<file path="src/sv/b64d_pkg.sv">
// ---------------------------------------------------------------------------
// b64d_pkg
// Shared types, codes and the character decode function for the base64 to
// little-endian word decoder.
// ---------------------------------------------------------------------------
package b64d_pkg;

   localparam int CHAR_W   = 8;
   localparam int SEXTET_W = 6;
   localparam int WORD_W   = 32;
   localparam int BYTE_W   = 8;

   localparam logic [CHAR_W-1:0] CHAR_PAD   = 8'h3D;  // '='
   localparam logic [CHAR_W-1:0] CHAR_SPACE = 8'h20;

   // Result status codes
   typedef enum logic [1:0] {
      STATUS_OK       = 2'd0,
      STATUS_BAD_CHAR = 2'd1,
      STATUS_BAD_SIZE = 2'd2
   } status_type;

   // Decoder state carried from one character to the next.
   // Only the most recent sextet can still hold bits that are not yet in a
   // byte, so six accumulator bits are enough.
   typedef struct packed {
      logic [SEXTET_W-1:0] acc;
      logic [2:0]          pending;
      logic [23:0]         partial;
      logic [1:0]          byte_pos;
      logic                pad_seen;
      logic                err_seen;
   } dec_state_type;

   // One result item
   typedef struct packed {
      logic [WORD_W-1:0] word;
      logic              word_valid;
      logic              finished;
      status_type        status;
   } rsp_item_type;

   // Decoded character: valid flag and the six-bit value
   typedef struct packed {
      logic                valid;
      logic [SEXTET_W-1:0] value;
   } sextet_type;

   // Map a character of the standard alphabet to its six-bit value
   function automatic sextet_type sextet_of(input logic [CHAR_W-1:0] c);
      sextet_type s;
      s.valid = 1'b1;
      s.value = '0;
      if (c >= 8'h41 && c <= 8'h5A) begin
         s.value = SEXTET_W'(c - 8'h41);
      end else if (c >= 8'h61 && c <= 8'h7A) begin
         s.value = SEXTET_W'(c - 8'h61 + 8'd26);
      end else if (c >= 8'h30 && c <= 8'h39) begin
         s.value = SEXTET_W'(c - 8'h30 + 8'd52);
      end else if (c == 8'h2B) begin
         s.value = 6'd62;
      end else if (c == 8'h2F) begin
         s.value = 6'd63;
      end else begin
         s.valid = 1'b0;
      end
      return s;
   endfunction

endpackage

</file>
<file path="src/sv/b64d_if.sv">
// ---------------------------------------------------------------------------
// b64d_if
// Valid/ready channels of the decoder: character items in, word results out.
// ---------------------------------------------------------------------------
interface b64d_req_if;
   logic                          valid;
   logic                          ready;
   logic [b64d_pkg::CHAR_W-1:0]   character;
   logic                          end_of_text;

   modport source (output valid, character, end_of_text, input ready);
   modport sink   (input valid, character, end_of_text, output ready);
endinterface

interface b64d_rsp_if;
   logic                          valid;
   logic                          ready;
   logic [b64d_pkg::WORD_W-1:0]   word;
   logic                          word_valid;
   logic                          finished;
   logic [1:0]                    status;

   modport source (output valid, word, word_valid, finished, status, input ready);
   modport sink   (input valid, word, word_valid, finished, status, output ready);
endinterface

</file>
<file path="src/sv/b64d_step.sv">
// ---------------------------------------------------------------------------
// b64d_step
// Next-state and result logic for one character: classify, shift six bits
// in, cut out a byte, pack it into the word and decide on a result.
// ---------------------------------------------------------------------------
module b64d_step (
   input  b64d_pkg::dec_state_type          state_cur,
   input  logic [b64d_pkg::CHAR_W-1:0]      character,
   input  logic                             end_of_text,
   output b64d_pkg::dec_state_type          state_nxt,
   output b64d_pkg::rsp_item_type           result,
   output logic                             has_result
);

   b64d_pkg::sextet_type                     sx;
   logic                                     blank;
   logic [2*b64d_pkg::SEXTET_W-1:0]          acc_wide;
   logic [3:0]                               pend_sum;
   logic [2:0]                               shift;
   logic [2*b64d_pkg::SEXTET_W-1:0]          shifted;
   logic [b64d_pkg::BYTE_W-1:0]              new_byte;
   logic                                     have_word;
   logic [b64d_pkg::WORD_W-1:0]              word_out;

   // Classify the character
   always_comb begin
      sx    = b64d_pkg::sextet_of(character);
      blank = (character == b64d_pkg::CHAR_SPACE) || (character inside {[8'h09:8'h0D]});
   end

   // Shift the sextet in and cut out a byte when eight bits are ready
   always_comb begin
      acc_wide = {state_cur.acc, sx.value};
      pend_sum = {1'b0, state_cur.pending} + 4'd6;
      shift    = 3'(pend_sum - 4'd8);
      shifted  = acc_wide >> shift;
      new_byte = shifted[b64d_pkg::BYTE_W-1:0];
   end

   // Advance state and build the result
   always_comb begin
      state_nxt         = state_cur;
      have_word         = 1'b0;
      word_out          = '0;
      has_result        = 1'b0;
      result.word       = '0;
      result.word_valid = 1'b0;
      result.finished   = 1'b0;
      result.status     = b64d_pkg::STATUS_OK;

      if (state_cur.err_seen) begin
         // drop the rest of a bad string
         if (end_of_text) begin
            state_nxt = '0;
         end
      end else begin
         if (!state_cur.pad_seen && !blank) begin
            if (character == b64d_pkg::CHAR_PAD) begin
               state_nxt.pad_seen = 1'b1;
            end else if (!sx.valid) begin
               // report the bad character at once
               has_result       = 1'b1;
               result.finished  = 1'b1;
               result.status    = b64d_pkg::STATUS_BAD_CHAR;
               state_nxt.err_seen = 1'b1;
            end else begin
               state_nxt.acc = sx.value;
               if (pend_sum >= 4'd8) begin
                  state_nxt.pending = shift;
                  case (state_cur.byte_pos)
                     2'd0: state_nxt.partial = {16'd0, new_byte};
                     2'd1: state_nxt.partial = {8'd0, new_byte, state_cur.partial[7:0]};
                     2'd2: state_nxt.partial = {new_byte, state_cur.partial[15:0]};
                     2'd3: begin
                        have_word         = 1'b1;
                        word_out          = {new_byte, state_cur.partial};
                        state_nxt.partial = '0;
                     end
                     default: state_nxt.partial = state_cur.partial;
                  endcase
                  state_nxt.byte_pos = state_cur.byte_pos + 2'd1;
               end else begin
                  state_nxt.pending = pend_sum[2:0];
               end
            end
         end

         if (!sx.valid && !blank && !state_cur.pad_seen &&
             character != b64d_pkg::CHAR_PAD) begin
            // error result already set; a final bad character resets
            if (end_of_text) begin
               state_nxt = '0;
            end
         end else if (end_of_text) begin
            has_result        = 1'b1;
            result.finished   = 1'b1;
            result.word       = word_out;
            result.word_valid = have_word;
            if (!have_word && state_nxt.byte_pos != 2'd0) begin
               result.status = b64d_pkg::STATUS_BAD_SIZE;
            end
            state_nxt = '0;
         end else if (have_word) begin
            has_result        = 1'b1;
            result.word       = word_out;
            result.word_valid = 1'b1;
         end
      end
   end

endmodule

</file>
<file path="src/sv/base64_to_le_word_decoder_core.sv">
// ---------------------------------------------------------------------------
// base64_to_le_word_decoder_core
// Decodes a base64 character stream into little-endian 32-bit words.
//
//   channel  dir  handshake      payload
//   req_if   in   valid/ready    character[7:0], end_of_text
//   rsp_if   out  valid/ready    word[31:0], word_valid, finished, status[1:0]
//
// One character per cycle while the result side is not stalled: an item sits
// in the input register, where the decode step runs, and its result, if any,
// is registered into the output register.
// Synchronous reset clears the decoder state and both valid flags.
// A stalled result holds the output register, the input register and the
// decoder state; the input register keeps accepting while the output register is empty or being taken.
// ---------------------------------------------------------------------------
module base64_to_le_word_decoder_core (
   input  logic        clock,
   input  logic        reset,
   b64d_req_if.sink    req_if,
   b64d_rsp_if.source  rsp_if
);

   // Input register
   logic                             in_valid_ff;
   logic [b64d_pkg::CHAR_W-1:0]      in_char_ff;
   logic                             in_eot_ff;

   // Decoder state
   b64d_pkg::dec_state_type          state_ff;
   b64d_pkg::dec_state_type          state_in;

   // Output register
   logic                             out_valid_ff;
   b64d_pkg::rsp_item_type           out_item_ff;

   b64d_pkg::rsp_item_type           step_result;
   logic                             step_has_result;
   logic                             out_free;
   logic                             step_fire;
   logic                             req_fire;

   assign out_free  = !out_valid_ff || rsp_if.ready;
   assign step_fire = in_valid_ff && out_free;
   assign req_fire  = req_if.valid && req_if.ready;

   assign req_if.ready = !in_valid_ff || step_fire;

   b64d_step u_step (
      .state_cur   (state_ff),
      .character   (in_char_ff),
      .end_of_text (in_eot_ff),
      .state_nxt   (state_in),
      .result      (step_result),
      .has_result  (step_has_result)
   );

   // Capture incoming items
   always_ff @(posedge clock) begin
      if (reset) begin
         in_valid_ff <= 1'b0;
      end else if (req_if.ready) begin
         in_valid_ff <= req_if.valid;
      end
      if (req_fire) begin
         in_char_ff <= req_if.character;
         in_eot_ff  <= req_if.end_of_text;
      end
   end

   // Advance decoder state
   always_ff @(posedge clock) begin
      if (reset) begin
         state_ff <= '0;
      end else if (step_fire) begin
         state_ff <= state_in;
      end
   end

   // Hold or load the result
   always_ff @(posedge clock) begin
      if (reset) begin
         out_valid_ff <= 1'b0;
      end else if (out_free) begin
         out_valid_ff <= step_fire && step_has_result;
      end
      if (step_fire && step_has_result) begin
         out_item_ff <= step_result;
      end
   end

   assign rsp_if.valid      = out_valid_ff;
   assign rsp_if.word       = out_item_ff.word;
   assign rsp_if.word_valid = out_item_ff.word_valid;
   assign rsp_if.finished   = out_item_ff.finished;
   assign rsp_if.status     = out_item_ff.status;

   // A result without a word always ends a string
   a_nonfinal_has_word: assert property (@(posedge clock) disable iff (reset)
      out_valid_ff |-> (out_item_ff.word_valid || out_item_ff.finished))
      else $error("result without word is not final");

   // An error result never carries a word
   a_error_no_word: assert property (@(posedge clock) disable iff (reset)
      (out_valid_ff && out_item_ff.status != b64d_pkg::STATUS_OK) |->
      (!out_item_ff.word_valid && out_item_ff.word == '0))
      else $error("error result carries a word");

   // An empty output register never blocks the input
   a_ready_when_free: assert property (@(posedge clock) disable iff (reset)
      !out_valid_ff |-> req_if.ready)
      else $error("input stalled with free output register");

   // The final character of a string clears the decoder state
   a_clear_at_end: assert property (@(posedge clock) disable iff (reset)
      (step_fire && in_eot_ff) |=> (state_ff == '0))
      else $error("state not cleared after end of text");

endmodule

</file>
<file path="src/flat_wrapper.sv">
// flat-port wrapper written by rule: the top's interface ports become plain ports
module base64_to_le_word_decoder_core_flat 
  (clock, reset, req_if_valid, req_if_character, req_if_end_of_text, req_if_ready, rsp_if_valid, rsp_if_word, rsp_if_word_valid, rsp_if_finished, rsp_if_status, rsp_if_ready);
  b64d_req_if req_if_i ();
  b64d_rsp_if rsp_if_i ();
  input  logic clock;
  input  logic reset;
  input wire logic [$bits(req_if_i.valid)-1:0] req_if_valid;
  input wire logic [$bits(req_if_i.character)-1:0] req_if_character;
  input wire logic [$bits(req_if_i.end_of_text)-1:0] req_if_end_of_text;
  output wire logic [$bits(req_if_i.ready)-1:0] req_if_ready;
  output wire logic [$bits(rsp_if_i.valid)-1:0] rsp_if_valid;
  output wire logic [$bits(rsp_if_i.word)-1:0] rsp_if_word;
  output wire logic [$bits(rsp_if_i.word_valid)-1:0] rsp_if_word_valid;
  output wire logic [$bits(rsp_if_i.finished)-1:0] rsp_if_finished;
  output wire logic [$bits(rsp_if_i.status)-1:0] rsp_if_status;
  input wire logic [$bits(rsp_if_i.ready)-1:0] rsp_if_ready;
  assign req_if_i.valid = req_if_valid;
  assign req_if_i.character = req_if_character;
  assign req_if_i.end_of_text = req_if_end_of_text;
  assign req_if_ready = req_if_i.ready;
  assign rsp_if_valid = rsp_if_i.valid;
  assign rsp_if_word = rsp_if_i.word;
  assign rsp_if_word_valid = rsp_if_i.word_valid;
  assign rsp_if_finished = rsp_if_i.finished;
  assign rsp_if_status = rsp_if_i.status;
  assign rsp_if_i.ready = rsp_if_ready;
  base64_to_le_word_decoder_core u_core (.clock(clock), .reset(reset), .req_if(req_if_i), .rsp_if(rsp_if_i));
endmodule
</file>
<file path="config.mk">
export PLATFORM = sky130hd
export DESIGN_NAME = base64_to_le_word_decoder_core_flat
export DESIGN_NICKNAME = d
export VERILOG_FILES = /design/src/sv/b64d_pkg.sv /design/src/sv/b64d_if.sv /design/src/sv/b64d_step.sv /design/src/sv/base64_to_le_word_decoder_core.sv /design/src/flat_wrapper.sv
export SDC_FILE = /design/constraint.sdc
export NUM_CORES = 1
export LEC_CHECK = 0
export BUFFER_PORTS_ARGS = -buffer_cell sky130_fd_sc_hd__buf_2
export CORE_MARGIN = 2
export CORE_UTILIZATION = 32
export CTS_BUF_LIST = sky130_fd_sc_hd__clkbuf_16
export DETAILED_ROUTE_END_ITERATION = 16
export PLACE_DENSITY = 0.46
export SYNTH_ARGS = -nofsm -noshare
export SYNTH_HDL_FRONTEND = slang
export SYNTH_SLANG_ARGS = --single-unit
export TNS_END_PERCENT = 50
</file>
<file path="constraint.sdc">
create_clock -name clock -period 6.3 [get_ports clock]
set_input_delay 1.26 -clock clock [delete_from_list [all_inputs] [get_ports clock]]
set_output_delay 1.26 -clock clock [all_outputs]
set_load 0.02 [all_outputs]
</file>
# After elaboration in Yosys (flattened, before gate mapping)
# Index checks and enable logic that the tools add are counted.
op_classes:
  add_sub_neg: 8
  order_cmp: 9
  eq_ne: 12
  shifts: 1
  mux: 47
  reduce_logical: 34
ops:
  columns: ["operator", "n"]
  rows:
  - ["37-bit two-way mux", 5]
  - ["32-bit two-way mux", 5]
  - ["24-bit case mux with 4 select lines", 1]
  - ["35-bit two-way mux", 2]
  - ["33-bit two-way mux", 2]
  - ["8-bit by 6-bit equality test with 1-bit output (second input constant)", 4]
  - ["6-bit two-way mux", 5]
  - ["26-bit two-way mux", 1]
  - ["1-bit two-way mux", 19]
  - ["3-bit two-way mux", 6]
  - ["8-bit by 7-bit greater-or-equal comparator with 1-bit output (second input constant)", 2]
  - ["8-bit by 7-bit less-or-equal comparator with 1-bit output (second input constant)", 2]
  - ["1-bit logical AND", 12]
  - ["12-bit by 3-bit >> shifter with 8-bit output", 1]
  - ["6-bit subtractor (second input constant)", 2]
  - ["2-bit nonzero test", 5]
  - ["8-bit by 4-bit greater-or-equal comparator with 1-bit output (second input constant)", 1]
  - ["8-bit by 6-bit greater-or-equal comparator with 1-bit output (second input constant)", 1]
  - ["8-bit by 4-bit less-or-equal comparator with 1-bit output (second input constant)", 1]
  - ["8-bit by 6-bit less-or-equal comparator with 1-bit output (second input constant)", 1]
  - ["2-bit by 1-bit != test with 1-bit output (second input constant)", 4]
  - ["8-bit by 6-bit != test with 1-bit output (second input constant)", 1]
  - ["8-bit AND reduction", 1]
  - ["7-bit AND reduction", 1]
  - ["other kinds (18)", 26]
totals:
  ff_bits: 84
  in_bits: 13
  out_inout_bits: 38

# Logic depth before layout (Yosys ltp)
# Gate-level depths: netlist (run 1).
depth:
  word_depth: 18
  depth_mapped: 14

# Hierarchy
# Synthesis (run 1) repeated with hierarchy kept, for this count alone.
unflattened:
  cells_unflattened: 516
  area_unflattened_um2: 5117.4
modules_own_cells:
  columns: ["mod", "n_inst", "cells_each", "area_each_um2", "seq_area_each_um2"]
  rows:
  - ["base64_to_le_word_decoder_core", 1, 217, 3125.5, 2132.0]
  - ["b64d_step", 1, 299, 1991.9, 0.0]

# Least setup slack after synthesis (run 1)
# Ideal clock, no wire load.
synth_path:
  path_type: "reg2reg"
  from: "register u_core.in_char_ff[2] (netlist name)"
  to: "register u_core.out_item_ff, in the netlist u_core.rsp_if.finished (enable)"
  setup_ps: 474
  t_arrival_ps: 4347
  required_ps: 5826
  setup_slack_ps: 1479
  stages_incl_launch_ff: 11
  path_buffers: 2
  synth_period_minus_slack_ps: 4821
  path_cell_list: "edfxtp_1 > buf_2 > inv_1 > ha_1 > buf_2 > and3b_1 > a2111oi_4 > o31ai_4 > o22ai_1 > a21oi_1 > nor3_1"
synth_between:
  elab_chain_len: 15
synth_rtl:
  columns: ["item", "line", "text"]
  rows:
  - ["start, declared", "base64_to_le_word_decoder_core.sv:25", "logic [b64d_pkg::CHAR_W-1:0] in_char_ff;"]
  - ["start signal, assigned", "base64_to_le_word_decoder_core.sv:65", "in_char_ff <= req_if.character;"]
  - ["parallel branches: the longest is 12 deep, another holds 8-bit by 6-bit greater-or-equal comparator with 1-bit output", null, null]
  - ["1-bit two-way mux *", "b64d_step.sv:88", "if (!sx.valid && !blank && !state_cur.pad_seen &&"]
  - ["1-bit two-way mux *", "b64d_step.sv:51", "if (state_cur.err_seen) begin"]
  - ["1-bit logical AND *", "base64_to_le_word_decoder_core.sv:86", "if (step_fire && step_has_result) begin"]
  - ["end signal, assigned", "base64_to_le_word_decoder_core.sv:87", "out_item_ff <= step_result;"]
  - ["end, declared", "base64_to_le_word_decoder_core.sv:34", "b64d_pkg::rsp_item_type out_item_ff;"]
# Mark *: on every way between the ends. The select of a mux whose other input is x is not followed.
# A chain may end at the register's enable or synchronous reset.

# Worst setup path after layout (run 1)
layout_path:
  from: "register u_core.in_char_ff[0] (netlist name)"
  to: "register u_core.out_item_ff, in the netlist u_core.rsp_if.finished (enable)"
# The elaborated chain is that of the path after synthesis.

==> results of run 1 <==
final cells by class:
| class | instances | area, µm² |
|---|---|---|
| well taps | 172 | 215 |
| fillers | 1275 | 7820 |
| clock buffers | 9 | 225 |
| flip-flops and latches | 83 | 2110 |
| multi-input cells | 261 | 1900 |
| repair buffers | 51 | 258 |
| clock inverters | 7 | 86.3 |
| inverters | 15 | 58.8 |
layout by cell type (no fill, tap or decap), types with 8 or more instances in the layout:
cell | Yosys | final
nand2_1 | 13 | 13
ha_1 | 15 | 15
o2bb2ai_1 | 20 | 20
buf_2 | 4 | 50
inv_1 | 14 | 16
nor3_1 | 9 | 8
nor2b_1 | 8 | 8
clkbuf_16 | 0 | 9
a21oi_1 | 20 | 20
and2_1 | 29 | 29
nand2b_1 | 13 | 13
nor2_1 | 32 | 32
a22oi_1 | 8 | 8
nand3_1 | 10 | 10
edfxtp_1 | 45 | 45
dfxtp_1 | 38 | 38
o21ai_0 | 8 | 8
through the flow:
stage                     utilization [%]  instance area, µm²  hold WS (ns)  cells  setup slack (ns)
after floorplan                         -                4150         0.424    375              1.48
after global placement               35.9                4540         0.439    582              2.55
after detailed placement             35.9                4540         0.443    582              2.47
after CTS                            38.3                4860         0.461    598              2.45
after global routing                 38.3                4860         0.479    598              2.06
final                                38.3                4860         0.455    598              2.47
worst paths after layout:
check                             from                     end  slack (ns)  cells past startpoint
setup / recovery  u_core.in_char_ff[0]  u_core.rsp_if.finished        2.47                      9
hold reg to reg    u_core.state_ff[20]     u_core.state_ff[20]        0.45                      1
setup reg to reg  u_core.in_char_ff[0]  u_core.rsp_if.finished        2.47                      9
hold / removal     u_core.state_ff[20]     u_core.state_ff[20]        0.45                      1
registers in the layout, summed over array words and instances, names as in the netlist:
signal / count
u_core.rsp_if.finished: 1
u_core.rsp_if.word_valid: 1
u_core.state_ff: 36
u_core.rsp_if.word: 32
u_core.in_valid_ff: 1
u_core.in_eot_ff: 1
u_core.in_char_ff: 8
u_core.rsp_if.valid: 1
u_core.rsp_if.status: 2
synthesized netlist by cell type (3+ instances only):
master	n	area share, %
o2bb2ai_1	20	4.2
dfxtp_1	38	18
nand2_1	13	1.2
and2_1	29	4.4
clkbuf_1	8	0.72
inv_1	14	1.3
o31ai_1	4	0.72
ha_1	15	4.5
nor4_1	3	0.45
nor2_1	32	2.9
nand2b_1	13	2.0
nand3_1	10	1.2
nand3b_1	3	0.54
edfxtp_1	45	33
nor2b_1	8	1.2
a21oi_1	20	2.4
a2111oi_0	3	0.63
a31o_2	3	0.63
buf_2	4	0.48
nor3_1	9	1.1
a22oi_1	8	1.4
o21ai_0	8	0.96
power by group through the flow:
stage	Clock [W]	Combinational [W]	Sequential [W]
4_1_cts	0.000570	0.000119	0.000603
2_1_floorplan	0	0.0000760	0.000622
6_report	0.000558	0.000118	0.000603
5_1_grt	0.000592	0.000130	0.000605
3_5_place_dp	0	0.000119	0.000615
3_3_place_gp	0	0.000120	0.000614
routing by layer:
metal | share of wire [%] | GRT usage [%] | up-vias
met2 | 44 | 21.0 | 69
met4 | 2.5 | 6.70 | 0
met3 | 4.4 | 3.29 | 17
li1 | - | - | 1505
met1 | 49 | 18.4 | 1408
met5 | 0 | 0 | -
kinds of logic (layout without fill, tap and decap cells):
logic type      after synthesis  in the layout  share of synthesized area (%)
compound gates              102            102                           20.0
fa+ha+maj                    15             15                           4.52
buf+inv                      31             82                           3.52
flops                        83             83                           50.8
mux                           4              4                           1.02
simple gates                140            140                           20.1
critical path, cell delays in order (launching register included):
cell and delay [ns]:
edfxtp_1 0.53, inv_1 0.20, ha_1 0.27, nor2b_1 0.23
a2bb2oi_2 0.41, o31ai_4 0.17, o22ai_1 0.15, a21oi_1 0.12
nor3_2 0.94, buf_4 0.45
==> results_dict.tcl, run 1 <==
set metrics [dict create \
    status "complete, no violations" \
    antenna_cells 0 \
    synth-main-ff-cell "edfxtp_1" \
    tns_ns 0 \
    grt_overflow 0 \
    hold_path.class "reg -> reg" \
    worst_slew_pin_slew_ns 1.22 \
    drive_above_1_share_pct 22.1 \
    cp-end-kind "flip-flop" \
    worst-path-max-fanout 22 \
    grt_pass1_wl_mm 15.1 \
    synth_seq_cells 83 \
    slew_headroom_pct 18.0 \
    pin_count 51 \
    clock_skew_ns 0.00747 \
    syn_area_um2 4150 \
    synth-edff-count 45 \
    ys_seq_area_share_pct 50.8 \
    die_h_um 118 \
    setup_viol 0 \
    fp.dieW_um 118 \
    syn_inst 375 \
    synth_cell_types 69 \
    die-area_um2 13900 \
    grt.total_usage_pct 13.8 \
    critical_path_class "reg -> reg" \
    cts-resized-gates 0 \
    drt-total-wl_mm 9.09 \
    num_rows 41 \
    p_clk_share_pct 43.6 \
    synth.avg_cell_area_um2 11.1 \
    async_flop_share_pct 0 \
    cts_max_path_buffers 2 \
    finalMaxSlewViolations 0 \
    grt_pass1_vias 2839 \
    viasPerCell 5.02 \
    rsz0062_at_grt "no" \
    power_frac_comb_pct 9.2 \
    ir_drop_mv 0.110 \
    power_leakage_nw 1.77 \
    dp_hpwl_mm 6.65 \
    gp_congestion 0.877 \
    power.switching_w 0.000310 \
    first_pass_iters 4 \
    hold_viol 0 \
    postCtsHoldBufs 0 \
    htree_levels 3 \
    cts_tree "done" \
    worstPathArrival_ns 3.85 \
    yosys_warnings 0 \
    finalCriticalPeriod_ns 3.83 \
    postRouteAntennaNets 0 \
    cts_made_buffers 9 \
    vias 2999 \
    syn-num-nets 403 \
    finalCritPeriodShare_pct 60.8 \
    drc_errors 0 \
    power_w 0.00128 \
    start_util_pct 32.8 \
    root_buffer "clkbuf_16" \
    io_buffers 50 \
    cts_sinks 83 \
    clkLatencyLatePin_ns 0.35 \
    antenna_found_initial 0 \
    p_int_w 0.000970 \
    syn2layout_area_growth_pct 16.9 \
    grt_max_degree 27 \
    max_freq_ghz 0.261 \
    clk_pin_slew_worst_paths_ns 0.06 \
    core_area_um2 12700 \
    power_switching_share_pct 24.2 \
    routedWlPerCell_um 15.2 \
    cp_data_required_time_ns 6.32 \
    p_per_area_nw_per_um2 264 \
    cap_violations 0 \
    drtIter0Drc 150 \
    nNetsFinal 449 \
    p_seq_share_pct 47.1 \
    postCtsSetupBuffers 0 \
    start_kind "flip-flop" \
]
Power figures use the tool's default switching activity.
==> run 2: changes to the inputs <==
--- a/config.mk
+++ b/config.mk
@@ -5,12 +5,13 @@
 export SDC_FILE = /design/constraint.sdc
 export NUM_CORES = 1
 export LEC_CHECK = 0
+export ABC_AREA = 1
 export BUFFER_PORTS_ARGS = -buffer_cell sky130_fd_sc_hd__buf_2
 export CORE_MARGIN = 2
 export CORE_UTILIZATION = 32
 export CTS_BUF_LIST = sky130_fd_sc_hd__clkbuf_16
 export DETAILED_ROUTE_END_ITERATION = 16
-export PLACE_DENSITY = 0.46
+export PLACE_DENSITY = 0.48
 export SYNTH_ARGS = -nofsm -noshare
 export SYNTH_HDL_FRONTEND = slang
 export SYNTH_SLANG_ARGS = --single-unit
==> constraint.sdc (replaced) <==
create_clock -name clock -period 3.1 [get_ports clock]
set_input_delay 0.62 -clock clock [delete_from_list [all_inputs] [get_ports clock]]
set_output_delay 0.62 -clock clock [all_outputs]
set_load 0.02 [all_outputs]
==> run 2 against run 1 <==
Net effect:
- non-clock buffer count grew 4
- register-to-register slack lost 2.3 ns
- sequential power grew 100%
- hold slack lost 0.013 ns
- critical path depth grew 3
- global-route usage grew 1.0 points
- clock-buffer cell count is the same
- utilization shrank 0.19 points
- fmax grew 32%
- sequential cell count is the same
- via count grew 22%
- sequential share of layout area shrank 3.7 points
==> results_dict.tcl, run 2 <==
set metrics [dict create \
    status "complete, no violations" \
    syn2layout_area_growth_pct 15.8 \
    yosys.area.top_type_share_pct 29.4 \
    cts_max_path_buffers 2 \
    cp_data_required_time_ns 3.27 \
    synth-main-ff-cell "edfxtp_1" \
    fp.dieW_um 124 \
    worst_slew_pin_slew_ns 0.713 \
    finalCritPeriodShare_pct 93.4 \
    grt_pass1_wl_mm 17.4 \
    drive_above_1_share_pct 22.9 \
    critical_path_class "reg -> reg" \
    ir_drop_mv 0.196 \
    grt_pass1_vias 3609 \
    antenna_found_initial 0 \
    root_buffer "clkbuf_16" \
    top_register "u_core.state_ff" \
    ys_seq_area_share_pct 46.0 \
    start_kind "flip-flop" \
    viasPerCell 4.65 \
    ys_top_cells_by_area "edfxtp_1, dfxtp_1, nand2_1, inv_1, nand3_1" \
    worst-path-max-fanout 30 \
    vias 3664 \
    crit_chain "inv_4 > ha_1 > nand2_1 > nand2_2 > nand2_1 > nand3_2 > nand2_4 > nand3_4 > inv_2 > a31oi_4 > nand4_4 > a21oi_2" \
    finalMaxSlewViolations 0 \
    cp-end-kind "flip-flop" \
    slowest_delay_ns 0.56 \
    cts-resized-gates 0 \
    drc_errors 0 \
    hold_path.class "in -> reg" \
    synth_seq_cells 83 \
    grt_overflow 0 \
    slew_headroom_pct 52.5 \
    p_per_area_nw_per_um2 493 \
    io_buffers 50 \
    drtIter0Drc 220 \
    cts_made_buffers 9 \
    cts_tree "done" \
    grt.total_usage_pct 14.9 \
    syn-num-nets 580 \
    synth.avg_cell_area_um2 8.32 \
    n_fill_cell 1441 \
    gp_congestion 0.903 \
    antenna_cells 0 \
    drt-total-wl_mm 10.6 \
    setup_viol 0 \
    use_met3_pct 2.66 \
    core_area_um2 13900 \
    pin_count 51 \
    yosys-top-cells-count "nand2_1, inv_1, nand3_1, edfxtp_1, a21oi_1" \
    nNetsFinal 631 \
    final_common_cell "nand2_1" \
    syn_area_um2 4590 \
    top_usage_layer "met2" \
    yosys_warnings 0 \
    path_delay_family "simple AND/OR/NAND/NOR gates" \
    die_h_um 124 \
    postCtsHoldBufs 0 \
    synth_cell_types 40 \
    syn_inst 552 \
    crit_top_cell "nand2_1" \
    place_ws_ns 0.140 \
    synth.most_common_cell "nand2_1" \
    clock_skew_ns 0.0151 \
    grt_max_degree 37 \
    num_rows 43 \
    layout_common_cells "nand2_1, inv_1, buf_2" \
    cap_violations 0 \
    dp_hpwl_mm 7.98 \
    postRouteAntennaNets 0 \
    worstPathArrival_ns 3.07 \
    synth-edff-count 45 \
    critical_path_buf_inv_count 2 \
    clk_pin_slew_worst_paths_ns 0.07 \
    htree_levels 3 \
    postCtsSetupBuffers 0 \
    cts_sinks 83 \
    hold_viol 0 \
    largest_register_ff_count 36 \
    synth_largest_area_cell "edfxtp_1" \
    met1_usage_pct 19.1 \
    seqCellArea_um2 2110 \
    multi_input_area_um2 2060 \
    met2_usage_pct 24.3 \
    die-area_um2 15300 \
    max_freq_ghz 0.346 \
    finalCriticalPeriod_ns 2.89 \
    first_pass_iters 4 \
    power_leakage_nw 2.12 \
    routedWlPerCell_um 13.5 \
    tns_ns 0 \
    start_util_pct 32.9 \
    async_flop_share_pct 0 \
    clkLatencyLatePin_ns 0.35 \
    timing.final.ws_setup_ns 0.206 \
    rsz0062_at_grt "no" \
    slowest_stage "edfxtp_1" \
]
-- run 2: final cells by class --
| type | instances | area share (%) |
|---|---|---|
| flip-flops and latches | 83 | 39.7 |
| multi-input cells | 371 | 38.8 |
| inverters | 83 | 6.10 |
| repair buffers | 55 | 5.65 |
| clock buffers | 9 | 4.24 |
| well taps | 180 | 4.24 |
| clock inverters | 7 | 1.27 |
-- run 2: where the power goes --
group	internal (W)	switching, W
clock	0.000621	0.000448
sequential	0.00120	0.0000257
combinational	0.0000982	0.000229
-- run 2: kinds of logic (layout without fill, tap and decap cells) --
logic type,Yosys count,count (layout),synth area share (%)
flip-flops,83,83,46.0
buffers and inverters,98,154,9.29
AO/OA/AOI/OAI,68,68,8.45
AND/OR/NAND/NOR,281,281,30.8
adder cells (fa/ha/maj),15,15,4.09
XOR/XNOR,7,7,1.34
-- run 2: routing by layer --
layer / vias up / share of wire (%)
met5: - / 0
met4: 0 / 2.3
met3: 17 / 3.8
met2: 70 / 46
met1: 1696 / 48
li1: 1881 / -
-- run 2: through the flow --
step                      area (µm²)  instances  util, %  hold WS, ns  power [W]
after floorplan                 4590        552        -        0.436    0.00148
after global placement          5010        772     36.0        0.454    0.00157
after detailed placement        5010        772     36.0        0.456    0.00157
after CTS                       5300        788     38.1        0.430    0.00265
after global routing            5310        788     38.1        0.437    0.00273
final                           5310        788     38.1        0.442    0.00262
-- run 2: final timing paths --
path / startpoint / endpoint / slack, ns / cells past startpoint
setup / recovery: u_core.in_char_ff[2] / u_core.rsp_if.word[25] / 0.21 / 12
setup reg to reg: u_core.in_char_ff[2] / u_core.rsp_if.word[25] / 0.21 / 12
hold / removal: req_if_character[0] / u_core.in_char_ff[0] / 0.44 / 1
hold reg to reg: u_core.state_ff[23] / u_core.state_ff[23] / 0.47 / 2
